<file path="src/radix_to_ascii_digits_macros.svh">
// assertion macros shared by the rtl files
`ifndef RADIX_TO_ASCII_DIGITS_MACROS_SVH
`define RADIX_TO_ASCII_DIGITS_MACROS_SVH

`ifndef NO_ASSERTIONS
// property that must hold at every edge outside reset
`define R2A_ASSERT_ALWAYS(lbl, expr, msg) \
    lbl: assert property (@(posedge clk) disable iff (!rst_n) (expr)) else $error(msg);
// antecedent in one cycle implies consequent in the next
`define R2A_ASSERT_NEXT(lbl, ante, cons, msg) \
    lbl: assert property (@(posedge clk) disable iff (!rst_n) (ante) |=> (cons)) \
        else $error(msg);
`else
`define R2A_ASSERT_ALWAYS(lbl, expr, msg)
`define R2A_ASSERT_NEXT(lbl, ante, cons, msg)
`endif

`endif

</file>
<file path="src/r2a_pkg.sv">
`default_nettype none

package r2a_pkg;

    localparam int BASE_BITS  = 6;
    localparam int DIGIT_BITS = 6;
    localparam int CHAR_BITS  = 7;

    localparam logic [DIGIT_BITS-1:0] DEC_LIMIT  = 6'd10;
    localparam logic [CHAR_BITS-1:0]  ASCII_ZERO = 7'h30;
    localparam logic [CHAR_BITS-1:0]  ASCII_A    = 7'h41;
    localparam logic [CHAR_BITS-1:0]  CHAR_NONE  = 7'h00;

    typedef enum logic [2:0] {
        ST_IDLE,
        ST_DIVIDE,
        ST_READ,
        ST_LOAD,
        ST_SEND
    } r2a_state_t;

    // divider status towards the sequencer
    typedef struct packed {
        logic done;
        logic q_zero;
    } r2a_div_stat_t;

    // remainder to ascii
    function automatic logic [CHAR_BITS-1:0] to_ascii(input logic [DIGIT_BITS-1:0] d);
        logic [CHAR_BITS-1:0] d_ext;
        d_ext = {1'b0, d};
        if (d < DEC_LIMIT)
        begin
            return ASCII_ZERO + d_ext;
        end
        return ASCII_A + d_ext - {1'b0, DEC_LIMIT};
    endfunction

endpackage

`default_nettype wire

</file>
<file path="src/r2a_ram.sv">
`default_nettype none

module r2a_ram #(
    parameter int WIDTH = 6,
    parameter int DEPTH = 64
) (
    input  wire logic                     clk,
    input  wire logic                     we,
    input  wire logic [$clog2(DEPTH)-1:0] waddr,
    input  wire logic [WIDTH-1:0]         wdata,
    input  wire logic [$clog2(DEPTH)-1:0] raddr,
    output logic      [WIDTH-1:0]         rdata
);

    logic [WIDTH-1:0] mem [DEPTH];

    always_ff @(posedge clk)
    begin
        if (we)
        begin
            mem[waddr] <= wdata;
        end
        rdata <= mem[raddr];
    end

endmodule

`default_nettype wire

</file>
<file path="src/r2a_div.sv">
`default_nettype none
`include "radix_to_ascii_digits_macros.svh"

module r2a_div
    import r2a_pkg::*;
#(
    parameter int VALUE_BITS = 64
) (
    input  wire logic                  clk,
    input  wire logic                  rst_n,
    input  wire logic                  start,
    input  wire logic [VALUE_BITS-1:0] dividend,
    input  wire logic [BASE_BITS-1:0]  divisor,
    output logic      [VALUE_BITS-1:0] quotient,
    output logic      [DIGIT_BITS-1:0] remainder,
    output r2a_div_stat_t              stat
);

    localparam int CW = $clog2(VALUE_BITS);

    logic [VALUE_BITS-1:0] q_reg, q_next;
    logic [DIGIT_BITS-1:0] rem_reg, rem_next;
    logic [BASE_BITS-1:0]  div_reg, div_next;
    logic [CW-1:0]         cnt_reg, cnt_next;
    logic                  busy_reg, busy_next;
    logic                  done_reg, done_next;

    logic [DIGIT_BITS:0]   trial;
    logic                  fits;

    // one quotient bit a cycle, restoring shift-subtract
    always_comb
    begin
        trial     = {rem_reg, q_reg[VALUE_BITS-1]};
        fits      = (trial >= {1'b0, div_reg});
        q_next    = q_reg;
        rem_next  = rem_reg;
        div_next  = div_reg;
        cnt_next  = cnt_reg;
        busy_next = busy_reg;
        done_next = 1'b0;
        if (start)
        begin
            q_next    = dividend;
            rem_next  = '0;
            div_next  = divisor;
            cnt_next  = '0;
            busy_next = 1'b1;
        end
        else if (busy_reg)
        begin
            q_next   = {q_reg[VALUE_BITS-2:0], fits};
            rem_next = fits ? DIGIT_BITS'(trial - {1'b0, div_reg}) : trial[DIGIT_BITS-1:0];
            cnt_next = cnt_reg + 1'b1;
            if (cnt_reg == CW'(VALUE_BITS - 1))
            begin
                busy_next = 1'b0;
                done_next = 1'b1;
            end
        end
    end

    always_ff @(posedge clk or negedge rst_n)
    begin
        if (!rst_n)
        begin
            busy_reg <= 1'b0;
            done_reg <= 1'b0;
            cnt_reg  <= '0;
            q_reg    <= '0;
        end
        else
        begin
            busy_reg <= busy_next;
            done_reg <= done_next;
            cnt_reg  <= cnt_next;
            q_reg    <= q_next;
        end
    end

    always_ff @(posedge clk)
    begin
        rem_reg <= rem_next;
        div_reg <= div_next;
    end

    assign quotient    = q_reg;
    assign remainder   = rem_reg;
    assign stat.done   = done_reg;
    assign stat.q_zero = (q_reg == '0);

    `R2A_ASSERT_NEXT(a_div_finish, busy_reg && !start && cnt_reg == CW'(VALUE_BITS - 1), done_reg && !busy_reg, "divider did not finish after last step")
    `R2A_ASSERT_ALWAYS(a_div_done_idle, !(done_reg && busy_reg), "divider done while still busy")

endmodule

`default_nettype wire

</file>
<file path="src/radix_to_ascii_digits.sv">
// radix_to_ascii_digits: unsigned integer to ascii digits in a base from 2 to MAX_BASE
//
// input channel item_valid/item_ready carries value and base; only the low
// VALUE_BITS bits of value are used. output channel digit_valid/digit_ready carries
// one ascii digit per word, most significant first, last_digit on the final one.
// zero gives the single digit '0'. a base below 2 or above MAX_BASE gives one word
// with digit_char 0, last_digit 1 and bad_base 1.
// item_ready is high only while the block is idle: one item is worked on at a time.
// a conversion of n digits takes n divisions in the shared bit-serial divider, then
// for each digit the sequencer reads the digit store, loads the output register and
// presents the word. a stalled receiver simply holds the output register, nothing is
// lost. reset returns the sequencer to idle with no word pending; the digit store
// needs no clearing as every conversion writes its entries before reading them.

`default_nettype none
`include "radix_to_ascii_digits_macros.svh"

module radix_to_ascii_digits
    import r2a_pkg::*;
#(
    parameter int VALUE_BITS = 64,
    parameter int MAX_BASE   = 36
) (
    input  wire logic                 clk,
    input  wire logic                 rst_n,
    input  wire logic                 item_valid,
    output logic                      item_ready,
    input  wire logic [63:0]          value,
    input  wire logic [BASE_BITS-1:0] base,
    output logic                      digit_valid,
    input  wire logic                 digit_ready,
    output logic      [CHAR_BITS-1:0] digit_char,
    output logic                      last_digit,
    output logic                      bad_base
);

    // digit store index width, one entry per possible digit
    localparam int AW = $clog2(VALUE_BITS);

    r2a_state_t state_reg, state_next;

    logic [AW-1:0]          addr_reg, addr_next;
    logic [BASE_BITS-1:0]   base_reg, base_next;
    logic [CHAR_BITS-1:0]   char_reg, char_next;
    logic                   last_reg, last_next;
    logic                   bad_reg, bad_next;

    // divider hookup
    logic                   div_start;
    logic [VALUE_BITS-1:0]  div_dividend;
    logic [BASE_BITS-1:0]   div_divisor;
    logic [VALUE_BITS-1:0]  div_quotient;
    logic [DIGIT_BITS-1:0]  div_rem;
    r2a_div_stat_t          div_stat;

    // digit store hookup
    logic                   ram_we;
    logic [DIGIT_BITS-1:0]  ram_rdata;

    logic                   base_bad;

    assign base_bad = (base < BASE_BITS'(2)) || (base > BASE_BITS'(MAX_BASE));

    r2a_div #(
        .VALUE_BITS(VALUE_BITS)
    ) u_div (
        .clk      (clk),
        .rst_n    (rst_n),
        .start    (div_start),
        .dividend (div_dividend),
        .divisor  (div_divisor),
        .quotient (div_quotient),
        .remainder(div_rem),
        .stat     (div_stat)
    );

    r2a_ram #(
        .WIDTH(DIGIT_BITS),
        .DEPTH(VALUE_BITS)
    ) u_store (
        .clk  (clk),
        .we   (ram_we),
        .waddr(addr_reg),
        .wdata(div_rem),
        .raddr(addr_reg),
        .rdata(ram_rdata)
    );

    // sequencer: divide until the quotient is zero, then read digits back downwards; a bad base sends the error word
    always_comb
    begin
        state_next   = state_reg;
        addr_next    = addr_reg;
        base_next    = base_reg;
        char_next    = char_reg;
        last_next    = last_reg;
        bad_next     = bad_reg;
        div_start    = 1'b0;
        div_dividend = div_quotient;
        div_divisor  = base_reg;
        ram_we       = 1'b0;
        item_ready   = 1'b0;
        digit_valid  = 1'b0;
        case (state_reg)
            ST_IDLE:
            begin
                item_ready = 1'b1;
                if (item_valid)
                begin
                    if (base_bad)
                    begin
                        char_next  = CHAR_NONE;
                        last_next  = 1'b1;
                        bad_next   = 1'b1;
                        state_next = ST_SEND;
                    end
                    else
                    begin
                        // the first division starts on the base straight from the port
                        base_next    = base;
                        addr_next    = '0;
                        div_start    = 1'b1;
                        div_dividend = value[VALUE_BITS-1:0];
                        div_divisor  = base;
                        state_next   = ST_DIVIDE;
                    end
                end
            end
            ST_DIVIDE:
            begin
                if (div_stat.done)
                begin
                    ram_we = 1'b1;
                    if (div_stat.q_zero)
                    begin
                        // addr_reg now points at the most significant digit
                        state_next = ST_READ;
                    end
                    else
                    begin
                        addr_next = addr_reg + 1'b1;
                        div_start = 1'b1;
                    end
                end
            end
            ST_READ:
            begin
                state_next = ST_LOAD;
            end
            ST_LOAD:
            begin
                char_next  = to_ascii(ram_rdata);
                last_next  = (addr_reg == '0);
                bad_next   = 1'b0;
                state_next = ST_SEND;
            end
            ST_SEND:
            begin
                digit_valid = 1'b1;
                if (digit_ready)
                begin
                    if (last_reg)
                    begin
                        state_next = ST_IDLE;
                    end
                    else
                    begin
                        addr_next  = addr_reg - 1'b1;
                        state_next = ST_READ;
                    end
                end
            end
            default:
            begin
                state_next = ST_IDLE;
            end
        endcase
    end

    always_ff @(posedge clk or negedge rst_n)
    begin
        if (!rst_n)
        begin
            state_reg <= ST_IDLE;
        end
        else
        begin
            state_reg <= state_next;
        end
    end

    // base_reg is registered and reaches the divider only after start, so the first divisor is taken from the port
    always_ff @(posedge clk)
    begin
        addr_reg <= addr_next;
        base_reg <= base_next;
        char_reg <= char_next;
        last_reg <= last_next;
        bad_reg  <= bad_next;
    end

    assign digit_char = char_reg;
    assign last_digit = last_reg;
    assign bad_base   = bad_reg;

    `R2A_ASSERT_ALWAYS(a_no_overlap, !(item_ready && digit_valid), "input taken while a word is pending")
    `R2A_ASSERT_ALWAYS(a_bad_is_last, !(digit_valid && bad_base && !last_digit), "error word not marked last")
    `R2A_ASSERT_NEXT(a_idle_after_last, digit_valid && digit_ready && last_digit, item_ready, "block not idle after last word")

endmodule

`default_nettype wire
</file>
<file path="config.mk">
export PLATFORM = sky130hd
export DESIGN_NAME = radix_to_ascii_digits
export DESIGN_NICKNAME = d
export VERILOG_FILES = /design/src/r2a_pkg.sv /design/src/r2a_ram.sv /design/src/r2a_div.sv /design/src/radix_to_ascii_digits.sv
export VERILOG_INCLUDE_DIRS = /design/src /design/src/src
export SDC_FILE = /design/constraint.sdc
export NUM_CORES = 1
export LEC_CHECK = 0
export ABC_AREA = 1
export BUFFER_PORTS_ARGS = -buffer_cell sky130_fd_sc_hd__clkbuf_2
export CORE_MARGIN = 4
export CORE_UTILIZATION = 55
export CTS_BUF_LIST = sky130_fd_sc_hd__clkbuf_4 sky130_fd_sc_hd__clkbuf_8
export DETAILED_ROUTE_END_ITERATION = 16
export GPL_ROUTABILITY_DRIVEN = 0
export PLACE_DENSITY = 0.72
export SYNTH_ARGS = -nofsm -noshare
export SYNTH_HDL_FRONTEND = slang
export SYNTH_SLANG_ARGS = --single-unit
</file>
<file path="constraint.sdc">
create_clock -name clk -period 4 [get_ports clk]
set_input_delay 0.8 -clock clk [delete_from_list [all_inputs] [get_ports clk]]
set_output_delay 0.8 -clock clk [all_outputs]
set_load 0.005 [all_outputs]
</file>
# [Word level (Yosys, flattened, before mapping)]
# Memory sizes are Yosys's and may differ from the RTL's. A register that Yosys moved wholly into a read port is not among the register bits.
# Index checks and enable logic that the tools add are counted.
[totals] output_inout_bits=11 in_bits=74 word_cells=104 ff_bits=108 ramBits=384 mem_count=1
[memory_table] memory="u_store.mem" depth=64 word_bits=6 read_ports=1 rd_clocked_by_memory_dff=1 write_ports=1 line_no="r2a_ram.sv:15" text="logic [WIDTH-1:0] mem [DEPTH];"
[classes] reduce_logical=11 n_addsub=7 order_cmp=4 muxes=53 n_eq_ne=16
[ops] cell="2-to-1 mux 64 bit" count=5
[ops] cell="2-to-1 mux 6 bit" count=12
[ops] cell="logical NOT 64 bit" count=1
[ops] cell="2-to-1 mux 7 bit" count=4
[ops] cell="2-to-1 mux 1 bit" count=20
[ops] cell="inequality test 2 bit, second input constant" count=9
[ops] cell="case mux 6 bit (3 select lines)" count=1
[ops] cell="2-to-1 mux 3 bit" count=5
[ops] cell="case mux 3 bit (5 select lines)" count=1
[ops] cell="case mux 7 bit (2 select lines)" count=1
[ops] cell="adder 6 x 1 -> 6 bit, second input constant" count=2
[ops] cell="AND reduction 4 bit" count=2
[ops] cell="adder 6 x 6 -> 7 bit, first input constant" count=1
[ops] cell="adder 7 x 6 -> 7 bit, first input constant" count=1
[ops] cell="greater-or-equal comparator 7 x 6 -> 1 bit" count=1
[ops] cell="AND reduction 7 bit" count=1
[ops] cell="subtractor 7 x 4 -> 7 bit, second input constant" count=1
[ops] cell="== test 3 x 2 -> 1 bit, second input constant" count=2
[ops] cell="== test 6 bit, second input constant" count=1
[ops] cell="> comparator 6 bit, second input constant" count=1
[ops] cell="logical NOT 6 bit" count=1
[ops] cell="< comparator 6 x 2 -> 1 bit, second input constant" count=1
[ops] cell="< comparator 6 x 4 -> 1 bit, second input constant" count=1
[ops] cell="case mux 1 bit (2 select lines)" count=3
[ops] cell="other kinds (11)" count=13

# [Depth between registers and ports, before layout]
# Gate-level depths: netlist of the first run.
[depth] depth_word=7 mapped_depth=13 ltp_nobuf=12

# [Modules after synthesis]
# From an unflattened synthesis of the first run, not the netlist that was laid out.
[unflattened] cells_unflattened=2241 hier_area_um2=22539.1
[by_module_without_submodules] module="r2a_ram" cells_per_inst=1376 seq_area_each_um2=11651.2 n_inst=1 area_per_inst_um2=15930.3
[by_module_without_submodules] module="r2a_div" cells_per_inst=469 seq_area_each_um2=2102.0 n_inst=1 area_per_inst_um2=4282.9
[by_module_without_submodules] module="radix_to_ascii_digits" cells_per_inst=396 seq_area_each_um2=645.6 n_inst=1 area_per_inst_um2=2326.0

# [Worst setup path after synthesis of the first run]
# No wires, ideal clock.
[synth_timing] path_kind="reg2reg" from="register u_div.rem_reg[3], in the netlist u_div.remainder[3]" to="register u_div.rem_reg[3], in the netlist u_div.remainder[3]" setup_ps=76 t_arrival_ps=2466 path_buffers=1 slack_ps=1458 required_ps=3924 period_less_slack_ps=2542 stages_incl_launch_ff=10 cell_sequence="dfxtp_1 -> ha_1 -> a21oi_1 -> o21ai_0 -> nor2_1 -> nand2_1 -> buf_2 -> nand2_1 -> o211ai_1 -> o21ai_0"
[synth_between] elab_chain_len=2
[synth_lines] element="start, declared" line_no="r2a_div.sv:22" text="logic [DIGIT_BITS-1:0] rem_reg, rem_next;"
[synth_lines] element="start signal, assigned" line_no="r2a_div.sv:83" text="rem_reg <= rem_next;"
[synth_lines] element="greater-or-equal comparator 7 x 6 -> 1 bit" line_no="r2a_div.sv:35" text="fits = (trial >= {1'b0, div_reg});"
[synth_lines] element="2-to-1 mux 6 bit" line_no="r2a_div.sv:53" text="rem_next = fits ? DIGIT_BITS'(trial - {1'b0, div_reg}) : trial[DIGIT_BITS-1:0];"
# Every way passes these cells.
# A chain may end at the register's enable or synchronous reset.

# [Worst setup path after layout of the first run]
[layout_timing] from="register addr_reg[2]" to="memory u_store.mem[56][0] (enable)"
[layout_lines] element="start, declared" line_no="radix_to_ascii_digits.sv:42" text="logic [AW-1:0] addr_reg, addr_next;"
[layout_lines] element="start signal, assigned" line_no="radix_to_ascii_digits.sv:195" text="addr_reg <= addr_next;"
[layout_lines] element="end, declared" line_no="r2a_ram.sv:15"
# No word-level cell before the write port.

==> results.toml, run 1 <==
[layout]
fin_nets = 2231
drive_above_1_share = 0.127
largest_reg_flops = 384
final_area_sq_mm = 0.0237
largest_register = "u_store.mem"
layout_common_cells = "791 x nand2_1, 405 x edfxtp_1, 158 x nor2_1"
insertedDiodeCount = 0
final_common_cell = "nand2_1"
synthToLayoutAreaGrowth_pct = 12.0

[floorplanning]
num_rows = 71
die_y_microns = 204
die-area_sq_mm = 0.0417
core-area_sq_mm = 0.0378
ios = 85
start_util = 0.559
die_w_microns = 204

[synth]
yosysWarnings = 0
synthesis.area_sq_mm = 0.0212
synth_cells = 2033
ys_types = 40
avgSynthCellArea_sq_um = 10.4
synthSimpleGateAreaFrac = 0.229
synth.top_cell.area_share = 0.575
synth_flop_cell = "edfxtp_1"
synth-seq-cells = 498
synth-edff-count = 405
ys_seq_area_frac = 0.681
synthMuxAreaShare = 0.00160
synth_top_cell_by_area = "edfxtp_1"
synth_compound_area_frac = 0.0380
synthAdderAreaFrac = 0.0102
syn-num-nets = 2123
synth_xor_area_frac = 0.00331
async_flop_share = 0.151
synthTopCellsByArea = "edfxtp_1 57%, nand2_1 14%, dfrtp_1 8.9%"
synth_top_family_by_area = "simple AND/OR/NAND/NOR gates"

[grt]
grt_pass1_wl_microns = 82400
antenna_found_initial = 0
grt_max_degree = 119
grt_pass1_vias = 14600
gr-total-overflow = 0
grtUsageTotal = 0.256

[critical_path]
end_kind = "flop"
cpLargestDelayFamily = "simple AND/OR/NAND/NOR gates"
worstRegToRegCells = 5
path_depth = 5
critPathMostFrequentCell = "inv_2"
reg2reg_to = "u_store.mem[56][0]"
worstSetupPathType = "reg -> reg"
cp-startpoint = "addr_reg[2]"
r2r_start = "addr_reg[2]"
rrSetupSlack_ns = 1.02
worstPathRequired_ns = 4.26
path_cells = "inv_2, nand3_1, inv_2, nand2_1, nor2_1"
crit_buf_inv = 2
critPathMaxFanout = 24
cp.arrival_ns = 3.24
cp_slowest_cell = "nor2_1"
cp_slowest_stage_delay_ns = 0.61
crit_end = "u_store.mem[56][0]"
critPathLaunchType = "flop"

[clocking]
cts_tree = "built"
clock_latency_ns = 0.64
cts_resized = 0
clk_pin_slew_ns = 0.07
cts.sinks = 498
h-tree-depth = 3
clk_path_buf_depth = 3
cts-root-buf = "clkbuf_8"
cts_setup_buffers = 0
ctsHoldBuffers = 0
numCtsBuffers = 79

[timing]
hold_violations = 0
slew_viol_final = 0
finalSetupViolCount = 0
final.period_utilization = 0.744
tightest_slew_ns = 1.04
slew_headroom = 0.300
setup_tns_ns = 0
clock_skew_ns = 0.0193
max_freq_mhz = 336
period_needed_ns = 2.98
fin_ws_ns = 1.02
rsz0062_at_grt = "no"

[detailed_routing]
drt_first_iter_violations = 1544
drc = 0
route.detailed.vias_per_inst = 5.58
drt_first_pass_iters = 6
num_vias = 15100
final_antenna_net_count = 0
wl_microns = 53200
wl_per_cell_microns = 19.6

[outcome]
status = "completed"

[hold_path]
hp-class = "in -> async"

[job]
drv_cap = 0

[placed_design]
dpl-instance-area_sq_mm = 0.0221
place_ws_ns = 1.13
io_buffers = 84
hpwl_microns = 33100

[pwr]
power_density_mw_per_mm2 = 586
total_power_w = 0.0139
cellLeakagePower_nw = 9.58
peakVddDrop_mv = 0.393
[cell type report]
cell class | count | area [sq um]
clock buffers | 115 | 1410
flip-flops and latches | 498 | 14400
fillers | 3031 | 14100
repair buffers | 118 | 716
well taps | 511 | 639
multi-input cells | 1354 | 6010
clock inverters | 26 | 178
inverters | 90 | 338
[routing by layer]
metal  part of all wire  vias up  track usage  wire, microns
met5                  0        -            0              0
met4              0.029        0       0.0936           1540
met3              0.095      109       0.0457           5070
met2               0.47      777        0.400          24900
met1               0.41     7132        0.364          21700
li1                   -     7113            -              -
[cell families after synthesis]
family          count (synthesis)
fa+ha+maj                      16
flops                         498
mux                             3
buf+inv                       181
simple gates                 1185
xor+xnor                        8
compound gates                142
[power breakdown]
group	internal (W)	leakage [nW]	switching, W
Combinational	0.000735	4.01	0.00179
Sequential	0.00664	4.73	0.000358
Clock	0.00240	0.841	0.00196
Total	0.00977	9.58	0.00411
[worst min path at each step]
| stage | startpoint | endpoint | slack [ns] | depth (start not counted) |
|---|---|---|---|---|
| 5_1_grt | rst_n | u_div.quotient[35] | 0.36 | 1 |
| 4_1_cts | rst_n | u_div.quotient[35] | 0.32 | 1 |
| 2_1_floorplan | base_reg[1] | base_reg[1] | 0.43 | 2 |
| 6_report | rst_n | u_div.quotient[35] | 0.28 | 1 |
| 3_5_place_dp | base_reg[4] | base_reg[4] | 0.46 | 1 |
| 3_3_place_gp | base_reg[2] | base_reg[2] | 0.45 | 2 |
[cell usage after synthesis, drive strengths merged, types with 2 or more instances]
| library cell | count |
|---|---|
| a21oi | 45 |
| a22oi | 22 |
| and2 | 3 |
| buf | 64 |
| clkbuf | 27 |
| dfrtp | 75 |
| dfxtp | 18 |
| edfxtp | 405 |
| fa | 2 |
| ha | 14 |
| inv | 89 |
| mux2 | 3 |
| nand2 | 794 |
| nand3 | 155 |
| nand3b | 5 |
| nand4 | 48 |
| nor2 | 160 |
| nor3 | 16 |
| nor3b | 2 |
| o211ai | 6 |
| o21ai | 58 |
| o22ai | 6 |
| or2 | 2 |
| xnor2 | 3 |
| xor2 | 5 |
[worst register-to-register path: cells and delay by family, from the launching register on]
kind	cells	cell delay [ns]
buffers and inverters	2	0.67
and+or+nand+nor	3	1.34
DFF	1	0.59
[metrics by stage]
step	cells	util	hold slack [ns]
2_1_floorplan	2033	-	0.431
3_3_place_gp	2571	0.584	0.455
3_5_place_dp	2571	0.584	0.463
4_1_cts	2712	0.626	0.321
5_1_grt	2712	0.626	0.358
6_report	2712	0.626	0.275
Power figures use the tool's default switching activity.
==> run 2: changes to the inputs <==
--- a/config.mk
+++ b/config.mk
@@ -13,7 +13,7 @@
 export CTS_BUF_LIST = sky130_fd_sc_hd__clkbuf_4 sky130_fd_sc_hd__clkbuf_8
 export DETAILED_ROUTE_END_ITERATION = 16
 export GPL_ROUTABILITY_DRIVEN = 0
-export PLACE_DENSITY = 0.72
+export PLACE_DENSITY = 0.75
 export SYNTH_ARGS = -nofsm -noshare
 export SYNTH_HDL_FRONTEND = slang
 export SYNTH_SLANG_ARGS = --single-unit
==> constraint.sdc (replaced) <==
create_clock -name clk -period 2.4 [get_ports clk]
set_input_delay 0.48 -clock clk [delete_from_list [all_inputs] [get_ports clk]]
set_output_delay 0.48 -clock clk [all_outputs]
set_load 0.005 [all_outputs]
==> run 2 against run 1 <==
First-iteration DRC count rose by 5.1%. Total power rose by 65%. Combinational power rose by 72%. Count of clock-buffer cells in the layout rose by 3. Sequential power rose by 66%. Via count rose by 3.7%. Highest routed layer unchanged. Flip-flop and latch count did not move. Largest power group unchanged. Critical path depth rose by 5. Clock power rose by 59%. Core utilization rose by 2.1 points. Hold slack got worse by 0.13 ns. Critical path type unchanged.
==> results.toml, run 2 (same netlist as run 1, synthesis figures left out) <==
[outcome]
status = "completed"

[timing]
period_needed_ns = 2.33
slew_headroom = 0.470
max_freq_mhz = 429
rsz0062_at_grt = "yes"
slew_viol_final = 0
hold_violations = 0
finalSetupViolCount = 0
fin_ws_ns = 0.0663
final.period_utilization = 0.972
clock_skew_ns = 0.0213
tightest_slew_ns = 0.795

[critical_path]
cp-startpoint = "addr_reg[0]"
end_kind = "flop"
crit_end = "u_store.rdata[2]"
reg2reg_to = "u_store.rdata[2]"
worstSetupPathType = "reg -> reg"
worstRegToRegCells = 10
r2r_start = "addr_reg[0]"
critPathLaunchType = "flop"
worstPathRequired_ns = 2.86
cp.arrival_ns = 2.79
critPathMaxFanout = 43
rrSetupSlack_ns = 0.07

[pwr]
clkPwrFrac = 0.304
internal-power_w = 0.0162
combPwrFrac = 0.190
peakVddDrop_mv = 0.582
power.net_switching_w = 0.00674
swShare = 0.294
cellLeakagePower_nw = 10.1
seqPwrFrac = 0.506
power_density_mw_per_mm2 = 934
total_power_w = 0.0229

[clocking]
cts-root-buf = "clkbuf_8"
cts.sinks = 498
clk_path_buf_depth = 3
clk_pin_slew_ns = 0.06
numCtsBuffers = 79
h-tree-depth = 3
cts_setup_buffers = 0
cts_tree = "built"
clock_latency_ns = 0.62

[layout]
final_common_cell = "nand2_1"
largest_reg_flops = 384
finish.utilization = 0.647
insertedDiodeCount = 0
fin_nets = 2328
largest_register = "u_store.mem"
synthToLayoutAreaGrowth_pct = 15.8
multi_input_area_sq_mm = 0.00602
fin_cells = 2807
drive_above_1_share = 0.163
num-fill-cells = 2873
layout_common_cells = "791 x nand2_1, 405 x edfxtp_1, 155 x nor2_1"
regArea_sq_mm = 0.0144

[placed_design]
placed_cells = 2667
place_ws_ns = 0.150
hpwl_microns = 34700
io_buffers = 84

[grt]
grt_max_degree = 75
grtUsageTotal = 0.256
grt_pass1_vias = 15300
antenna_found_initial = 0
gr-total-overflow = 0
grt_pass1_wl_microns = 83200

[detailed_routing]
drt_first_iter_violations = 1622
route.detailed.vias_per_inst = 5.59
wl_per_cell_microns = 18.9
num_vias = 15700
drc = 0
drt_first_pass_iters = 6
final_antenna_net_count = 0
wl_microns = 53000

[floorplanning]
die-area_sq_mm = 0.0417
ios = 85
core-area_sq_mm = 0.0378
start_util = 0.559
num_rows = 71
die_y_microns = 204
die_w_microns = 204

[hold_path]
hp-class = "in -> reg"

[job]
drv_cap = 0
-- run 2: worst max-delay path, cell delays in order (launching register included) --
cell	delay [ns]
edfxtp_1	0.43
buf_12	0.22
nand3_1	0.12
inv_1	0.13
buf_4	0.21
nand2_1	0.07
nand4_1	0.10
o21ai_0	0.36
nand2_1	0.10
nor2_1	0.25
nand2_1	0.20
-- run 2: final cells by class --
class                           count  share of cell area
Tap cell                          511              0.0261
Multi-Input combinational cell   1354               0.246
Clock buffer                      118              0.0584
Inverter                           90              0.0138
Sequential cell                   498               0.588
Timing Repair Buffer              215              0.0641
Clock inverter                     21             0.00403
-- run 2: power by group through the flow --
stage,sequential (W),combinational [W],clock [W]
finish,0.0116,0.00436,0.00695
global route,0.0117,0.00492,0.00752
CTS,0.0116,0.00435,0.00707
detailed placement,0.0117,0.00433,0
global placement,0.0117,0.00415,0
floorplan,0.0121,0.00241,0
-- run 2: what timing repair did --
| action | CTS | global route |
|---|---|---|
| hold buffers | 1 | 0 |
| endpoints found under the hold margin | 39 | 0 |
| endpoints found under the setup margin | 0 | 66 |
| gates resized for setup | 0 | 4 |
-- run 2: per-stage QoR --
step	setup TNS (ns)	hold slack (ns)	cell area, sq um
after floorplan	0	0.184	21200
after global placement	0	0.453	23000
after detailed placement	0	0.467	23000
after CTS	0	0.0976	24500
after global routing	-0.210	0.122	24500
final	0	0.141	24500
-- run 2: worst min path at each step --
| stage | from | cells past startpoint | end |
|---|---|---|---|
| 2_1_floorplan | rst_n | 0 | state_reg[0] |
| 3_3_place_gp | base_reg[1] | 2 | base_reg[1] |
| 3_5_place_dp | base_reg[0] | 1 | base_reg[0] |
| 4_1_cts | digit_ready | 3 | state_reg[2] |
| 5_1_grt | digit_ready | 3 | state_reg[2] |
| 6_report | digit_ready | 3 | state_reg[2] |
-- run 2: layer usage --
| layer | track usage | vias to the layer above | wire length [microns] |
|---|---|---|---|
| met5 | 0 | - | 0 |
| met4 | 0.0952 | 0 | 1660 |
| met3 | 0.0449 | 119 | 4620 |
| met2 | 0.410 | 790 | 25400 |
| met1 | 0.355 | 7483 | 21300 |
| li1 | - | 7300 | - |
